### src/rtl/dmc_pkg.sv
`timescale 1ns / 1ps

package dmc_pkg;

	localparam int WORD_W     = 32;
	localparam int LINES      = 4;
	localparam int WORDS      = 4;
	localparam int LINE_IDX_W = 2;
	localparam int WORD_IDX_W = 2;
	localparam int LINE_LSB   = 4;
	localparam int WORD_LSB   = 2;
	localparam int TAG_LSB    = 6;

	typedef enum logic {
		OP_LOAD  = 1'b0,
		OP_STORE = 1'b1
	} opcode_t;

	typedef logic [WORDS-1:0][WORD_W-1:0] line_data_t;

	typedef struct packed {
		logic clear;
		logic capture;
		logic lookup;
		logic fill;
		logic finish;
	} ctrl_cmd_t;

	typedef struct packed {
		logic hit;
		logic clear_last;
		logic out_free;
	} dp_status_t;

endpackage

### src/rtl/dmc_ctrl.sv
`timescale 1ns / 1ps

module dmc_ctrl (
	input  logic                clk,
	input  logic                arst_n,
	input  logic                in_valid,
	output logic                in_ready,
	input  dmc_pkg::dp_status_t status,
	output dmc_pkg::ctrl_cmd_t  cmd
);
	import dmc_pkg::*;

	typedef enum logic [4:0] {
		ST_CLEAR  = 5'b00001,
		ST_IDLE   = 5'b00010,
		ST_LOOKUP = 5'b00100,
		ST_FILL   = 5'b01000,
		ST_DONE   = 5'b10000
	} state_t;

	state_t state_q;
	state_t state_d;

	always_comb begin
		state_d  = state_q;
		cmd      = '0;
		in_ready = 1'b0;
		unique case (state_q)
			ST_CLEAR: begin
				cmd.clear = 1'b1;
				if (status.clear_last) begin
					state_d = ST_IDLE;
				end
			end
			ST_IDLE: begin
				in_ready = 1'b1;
				if (in_valid) begin
					cmd.capture = 1'b1;
					state_d     = ST_LOOKUP;
				end
			end
			ST_LOOKUP: begin
				cmd.lookup = 1'b1;
				state_d    = status.hit ? ST_DONE : ST_FILL;
			end
			ST_FILL: begin
				cmd.fill = 1'b1;
				state_d  = ST_DONE;
			end
			ST_DONE: begin
				if (status.out_free) begin
					cmd.finish = 1'b1;
					state_d    = ST_IDLE;
				end
			end
			default: begin
				state_d = ST_CLEAR;
			end
		endcase
	end

	always_ff @(posedge clk or negedge arst_n) begin
		if (!arst_n) begin
			state_q <= ST_CLEAR;
		end else begin
			state_q <= state_d;
		end
	end

endmodule

### config.mk
export PLATFORM = sky130hd
export DESIGN_NAME = dmc_ctrl
export DESIGN_NICKNAME = d
export VERILOG_FILES = /design/src/rtl/dmc_pkg.sv /design/src/rtl/dmc_ctrl.sv
export SDC_FILE = /design/constraint.sdc
export NUM_CORES = 1
export LEC_CHECK = 0
export BUFFER_PORTS_ARGS = -buffer_cell sky130_fd_sc_hd__buf_4
export CORE_AREA = 2 2 39 41
export CTS_CLUSTER_DIAMETER = 50
export CTS_CLUSTER_SIZE = 24
export DETAILED_ROUTE_END_ITERATION = 10
export DIE_AREA = 0 0 41 43
export GPL_TIMING_DRIVEN = 0
export MAX_ROUTING_LAYER = met4
export PLACE_DENSITY = 0.46
export SYNTH_ARGS = -nofsm -noshare
export SYNTH_HDL_FRONTEND = slang
export SYNTH_SLANG_ARGS = --single-unit
### constraint.sdc
create_clock -name clk -period 1.5 [get_ports clk]
set_clock_uncertainty 0.2 [all_clocks]
set_input_delay 0 -clock clk [delete_from_list [all_inputs] [get_ports clk]]
set_output_delay 0 -clock clk [all_outputs]
set_load 0.02 [all_outputs]
==> metrics.yaml, run 1 <==
cells_and_area:
  antennaDiodeCount: 0
  largest_reg_flops: 5
  final-instance-count-excl-fill: 78
  syn_to_final_growth_pct: 93.9
  register_area_um2: 130
  fin_nets: 69
  drive_above_1_share: 0.677
  layout_common_cells: "buf_4 (17), dlygate4sd3_1 (6), buf_6 (5), clkbuf_4 (3), dfrtp_2 (3)"
  final_common_cell: "buf_4"
  fill_cells: 134
  finalInstanceArea_um2: 677
  regMostFlops: "state_q"
  multiInputGateArea_um2: 251
  largestRegisters: "state_q x5"
global_routing:
  grt-ovfl-total: 0
  grt_max_degree: 11
  grt_pass1_wl_um: 1690
  antenna_found_initial: 0
  first_global_vias: 376
  track_usage: 0.151
critical_path:
  endpoint_kind: "output port"
  reg2reg_to: "state_q[4]$_DFFE_PN0P_"
  crit_type: "flip-flop to output port"
  r2r_setup_slack_ns: 0
  r2r_start: "state_q[2]$_DFFE_PN0P_"
  required_ns: 1.30
  cp_data_arrival_time_ns: 1.41
  worstRegToRegCells: 5
  start_kind: "flip-flop"
  path_max_fanout: 3
logic_synthesis:
  syn_nets: 37
  syn_area_per_cell_um2: 11.3
  ys_warn_count: 0
  ys_seq_elements: 5
  yosysUniqueCellTypes: 21
  synthesis.area_um2: 349
  ys_seq_area_frac: 0.362
  syn_inst: 31
route:
  drc: 0
  wl_um: 999
  drt_iter0_drc: 7
  wire_per_inst_um: 12.8
  dr.pass1.iters: 2
  routed_via_density: 4.45
  ant_nets: 0
  num_vias: 347
power:
  p_leak_nw: 0.284
  power_per_cell_area_mw_per_mm2: 1230
  ir_drop_mv: 0.845
  p_total_uw: 833
placement:
  gp_congestion: 0.712
  place_ws_ns: 0.0306
  dpl_cell_area_um2: 468
  dpl.hpwl_um: 599
  place_inst: 58
  portBuffers: 11
die:
  num_rows: 14
  start_util: 0.252
  die_w_um: 41
  core-area_mm2: 0.00138
  num_io_pins: 12
  dieArea_mm2: 0.00176
  die_h_um: 43
run_status:
  status: "finished, violations left"
  failed_checks: "negative setup slack"
timing:
  fin_setup_tns_ns: -0.360
  setup_viol: 6
  finalMaxSlewViolations: 0
  fin_ws_ns: -0.113
  period_minus_slack_ns: 1.61
  min_period_over_period: 1.08
  tightest_slew_ns: 0.238
  rsz0062_at_grt: "true"
  slew-limit-headroom: 0.839
  hold_viol_final: 0
  fmaxAchievable_ghz: 0.620
clock_tree:
  tritoncts: "yes"
  clock_sinks: 5
  root_buffer: "clkbuf_4"
  max-clock-path-buffers: 2
  clk_pin_slew_ns: 0.04
  cts_made_buffers: 3
  clk_latency_ns: 0.24
  htreeDepth: 1
hold_path:
  hold_class: "primary input to asynchronous set/reset pin"
job:
  cap_viol_max_count: 0
[cells in the mapped netlist, drive strengths merged]
library cell / number / share of area
nor2b: 1 / 0.018
o31a: 1 / 0.025
mux2i: 1 / 0.029
nor2: 3 / 0.032
or3: 1 / 0.018
buf: 2 / 0.065
a31oi: 1 / 0.018
nor3: 1 / 0.047
and2: 2 / 0.036
nor4bb: 1 / 0.029
dfrtp: 4 / 0.29
dfstp: 1 / 0.075
nand2b: 1 / 0.039
nand3: 1 / 0.014
a211oi: 1 / 0.022
nor3b: 2 / 0.043
nand4bb: 1 / 0.032
or2: 2 / 0.036
xnor2: 1 / 0.025
nor4b: 3 / 0.11
[critical path: stages (launching register included)]
cell	delay [ns]
dfrtp_2	0.41
or2_4	0.28
nor3_4	0.21
and2_4	0.17
buf_6	0.11
[final cells by class]
cell class	instances	area share
plain buffers	1	0.0166
multi-input cells	24	0.372
clock buffers	4	0.0388
flip-flops and latches	5	0.192
well taps	16	0.0296
repair buffers	28	0.351
[where the power goes]
group	switching [mW]	internal [mW]
sequential	0.0397	0.179
combinational	0.208	0.252
clock	0.0536	0.100
[metal layers]
layer / vias to the layer above / GRT usage / part of all wire
met5: - / - / 0
met2: 9 / 0.222 / 0.53
met3: 0 / 0.0838 / 0.034
li1: 177 / - / -
met1: 161 / 0.173 / 0.44
met4: 0 / 0.0400 / 0
[worst max path at each step]
stage          slack (ns)  depth (start not counted)                    from                      to
3_5_place_dp         0.03                          5  state_q[3]$_DFFE_PN0P_                  cmd[3]
5_1_grt             -0.19                          4  state_q[2]$_DFFE_PN0P_                  cmd[3]
6_report            -0.11                          4  state_q[2]$_DFFE_PN0P_                  cmd[3]
3_3_place_gp         0.02                          5  state_q[2]$_DFFE_PN0P_                  cmd[3]
2_1_floorplan      0.0008                          3  state_q[1]$_DFFE_PN0P_  state_q[3]$_DFFE_PN0P_
4_1_cts             -0.17                          5  state_q[3]$_DFFE_PN0P_                  cmd[3]
[timing repair]
action / in CTS / in global routing
setup buffers: 7 / 3
gates cloned: 0 / 1
hold buffers: 6 / 0
pin swaps: 4 / 6
hold endpoints to repair: 10 / 0
resized for setup: 11 / 5
setup endpoints to repair: 6 / 9
[through the flow]
step,hold WS (ns),utilization
floorplan,-0.496,-
global placement,-0.399,0.338
detailed placement,-0.397,0.338
CTS,0.0331,0.461
global route,0.0444,0.489
finish,0.0383,0.489
[kinds of logic after synthesis]
group	after synthesis	share of synthesized area
buf+inv	2	0.0645
mux	1	0.0287
simple gates	19	0.455
xor+xnor	1	0.0251
compound gates	3	0.0645
flops	5	0.362
Power figures use the tool's default switching activity.
==> run 2, diff against run 1 <==
--- a/config.mk
+++ b/config.mk
@@ -5,6 +5,7 @@
 export SDC_FILE = /design/constraint.sdc
 export NUM_CORES = 1
 export LEC_CHECK = 0
+export ABC_AREA = 1
 export BUFFER_PORTS_ARGS = -buffer_cell sky130_fd_sc_hd__buf_4
 export CORE_AREA = 2 2 39 41
 export CTS_CLUSTER_DIAMETER = 50
@@ -13,7 +14,7 @@
 export DIE_AREA = 0 0 41 43
 export GPL_TIMING_DRIVEN = 0
 export MAX_ROUTING_LAYER = met4
-export PLACE_DENSITY = 0.46
+export PLACE_DENSITY = 0.45
 export SYNTH_ARGS = -nofsm -noshare
 export SYNTH_HDL_FRONTEND = slang
 export SYNTH_SLANG_ARGS = --single-unit
==> run 2 against run 1 <==
  * The run now ends clean
  * Critical path depth unchanged
  * Sequential share of layout area increased by 4.5 points
  * Sequential cell count unchanged
  * Power decreased by 8.0%
  * Area after synthesis decreased by 6.1%
  * Die area unchanged
  * Cell count increased by 9.0%
  * Non-clock buffer count decreased by 11
  * Register-to-register slack improved by 0.18 ns
==> metrics.yaml, run 2 <==
placement:
  portBuffers: 11
  gp_congestion: 0.664
  place_ws_ns: 0.183
  dpl_cell_area_um2: 430
  dpl.hpwl_um: 556
route:
  dr.pass1.iters: 4
  wl_um: 781
  wire_per_inst_um: 9.19
  routed_via_density: 4.11
  num_vias: 349
  ant_nets: 0
  drc: 0
  drt_iter0_drc: 14
logic_synthesis:
  async_flop_share: 1.00
  synth_top_flop_cell: "dfrtp_1"
  synth_edf_count: 0
  syn_area_per_cell_um2: 6.97
  ys_warn_count: 0
  synth.most_common_cell: "nand2_1"
  synth_top_area_frac: 0.305
  syn_nets: 53
  synthesis.area_um2: 328
  yosysUniqueCellTypes: 14
  yosysTopAreaCell: "dfrtp_1"
  ys_seq_area_frac: 0.385
  ys_seq_elements: 5
  yosys-top-cells-area: "dfrtp_1 (31%), nand2_1 (11%), inv_1 (9.2%), nor2_1 (9.2%), dfstp_2 (8.0%)"
  synthTopCellsByCount: "nand2_1 (10), inv_1 (8), nor2_1 (8)"
  syn_inst: 47
cells_and_area:
  syn_to_final_growth_pct: 62.2
  largestRegisters: "state_q x5"
  fill_cells: 150
  fin_nets: 76
  largest_reg_flops: 5
  drive_above_1_share: 0.391
  regMostFlops: "state_q"
  antennaDiodeCount: 0
  finalInstanceArea_um2: 532
  final_common_cell: "buf_4"
  post-route-util: 0.384
  layout_common_cells: "buf_4 (12), nand2_1 (10), inv_1 (8), nor2_1 (7), dlygate4sd3_1 (6)"
timing:
  finalMaxSlewViolations: 0
  tightest_slew_ns: 0.216
  hold_viol_final: 0
  rsz0062_at_grt: "false"
  holdWs_ns: 0.0337
  fin_setup_tns_ns: 0
  fmaxAchievable_ghz: 0.695
  fin_ws_ns: 0.0611
  min_period_over_period: 0.959
  slew-limit-headroom: 0.856
  setup_viol: 0
  period_minus_slack_ns: 1.44
die:
  die_h_um: 43
  dieArea_mm2: 0.00176
  num_rows: 14
  die_w_um: 41
  core-area_mm2: 0.00138
  num_io_pins: 12
  start_util: 0.237
clock_tree:
  htreeDepth: 1
  root_buffer: "clkbuf_4"
  clock_sinks: 5
  tritoncts: "yes"
  max-clock-path-buffers: 2
  clk_pin_slew_ns: 0.04
  clk_latency_ns: 0.24
  cts_made_buffers: 3
run_status:
  status: "complete, no violations"
job:
  cap_viol_max_count: 0
power:
  pwr-share-seq: 0.300
  power_per_cell_area_mw_per_mm2: 1440
  power_frac_clock: 0.203
  p_comb_frac: 0.497
  p_leak_nw: 0.288
  p_int_uw: 437
  p_sw_uw: 329
  p_sw_frac: 0.429
  ir_drop_mv: 0.446
critical_path:
  endpoint_kind: "output port"
  start_kind: "flip-flop"
  path_max_fanout: 6
  crit_type: "flip-flop to output port"
  max_stage_delay_ns: 0.39
  crit_chain: "inv_1, nand4_2, nor2_1, buf_4"
  crit_path_top_delay_cell: "dfrtp_1"
  required_ns: 1.30
  cp_data_arrival_time_ns: 1.24
global_routing:
  grt-ovfl-total: 0
  grt_max_degree: 7
  track_usage: 0.107
  grt_pass1_wl_um: 1170
  first_global_vias: 303
  antenna_found_initial: 0
hold_path:
  hold_class: "primary input to asynchronous set/reset pin"
==> run 2: changes by cell type after synthesis, sizes merged, moves of 2 or more <==
cell   delta
nor2      +9
buf       -2
or2       -2
nor4b     -3
nand2    +11
nand4     +4
nand3     +2
and2      -2
inv      +11
nor3b     -2
==> run 2: through the flow <==
step / total power [mW] / instances
final: 0.766 / 85
after detailed placement: 0.580 / 74
after global placement: 0.579 / 74
after global routing: 0.834 / 85
after floorplan: 0.476 / 47
after CTS: 0.755 / 84
==> run 2: final cells by class <==
| cell class | count | area [um2] | share of cell area |
|---|---|---|---|
| timing repair buffer | 18 | 150 | 0.282 |
| tap | 16 | 20.0 | 0.0376 |
| multi-input combinational | 31 | 168 | 0.315 |
| clock buffer | 4 | 26.3 | 0.0494 |
| sequential | 5 | 126 | 0.238 |
| inverter | 11 | 41.3 | 0.0776 |
==> run 2: cells by family (layout without fill, tap and decap cells) <==
kind of cell | Yosys count | in the layout | share of synthesized area
AOI/OAI and AO/OA | 1 | 1 | 0.0153
buffers and inverters | 11 | 33 | 0.126
DFF | 5 | 5 | 0.386
and+or+nand+nor | 30 | 30 | 0.473
==> run 2: power by group through the flow <==
stage	logic [mW]	clock network, mW	registers, mW
after floorplan	0.262	0	0.214
after global placement	0.359	0	0.220
after detailed placement	0.360	0	0.220
after CTS	0.375	0.162	0.218
after global routing	0.431	0.167	0.236
final	0.381	0.156	0.229
==> run 2: worst paths after layout <==
check	cells past startpoint	slack [ns]	from	endpoint
max	4	0.06	state_q[4]$_DFFE_PN0P_	cmd[3]
min	2	0.03	arst_n	state_q[0]$_DFFE_PN1P_
max reg2reg	7	0.18	state_q[0]$_DFFE_PN1P_	state_q[1]$_DFFE_PN0P_
min reg2reg	3	0.44	state_q[3]$_DFFE_PN0P_	state_q[2]$_DFFE_PN0P_
max in group asynchronous	3	0.43	arst_n	state_q[1]$_DFFE_PN0P_
min in group clk	3	0.27	status[2]	state_q[3]$_DFFE_PN0P_
==> run 2: per-layer routing <==
layer  vias up  routed length, um  GRT usage
li1        188                  -          -
met1       153                340      0.129
met2         8                409      0.144
met3         0                 31     0.0157
met4         0                  0      0.100
met5         -                  0          -
==> run 2: timing repair <==
item                       4_1_cts  5_1_grt
hold endpoints to repair        10        0
buffers inserted                 0        1
resized for setup                0        2
setup endpoints to repair        0        3
hold buffers                     6        0
==> run 2: critical path: cells and delay by family (launching register included) <==
kind / cells / cell delay (ns)
and+or+nand+nor: 2 / 0.28
buffers and inverters: 2 / 0.34
DFF: 1 / 0.39
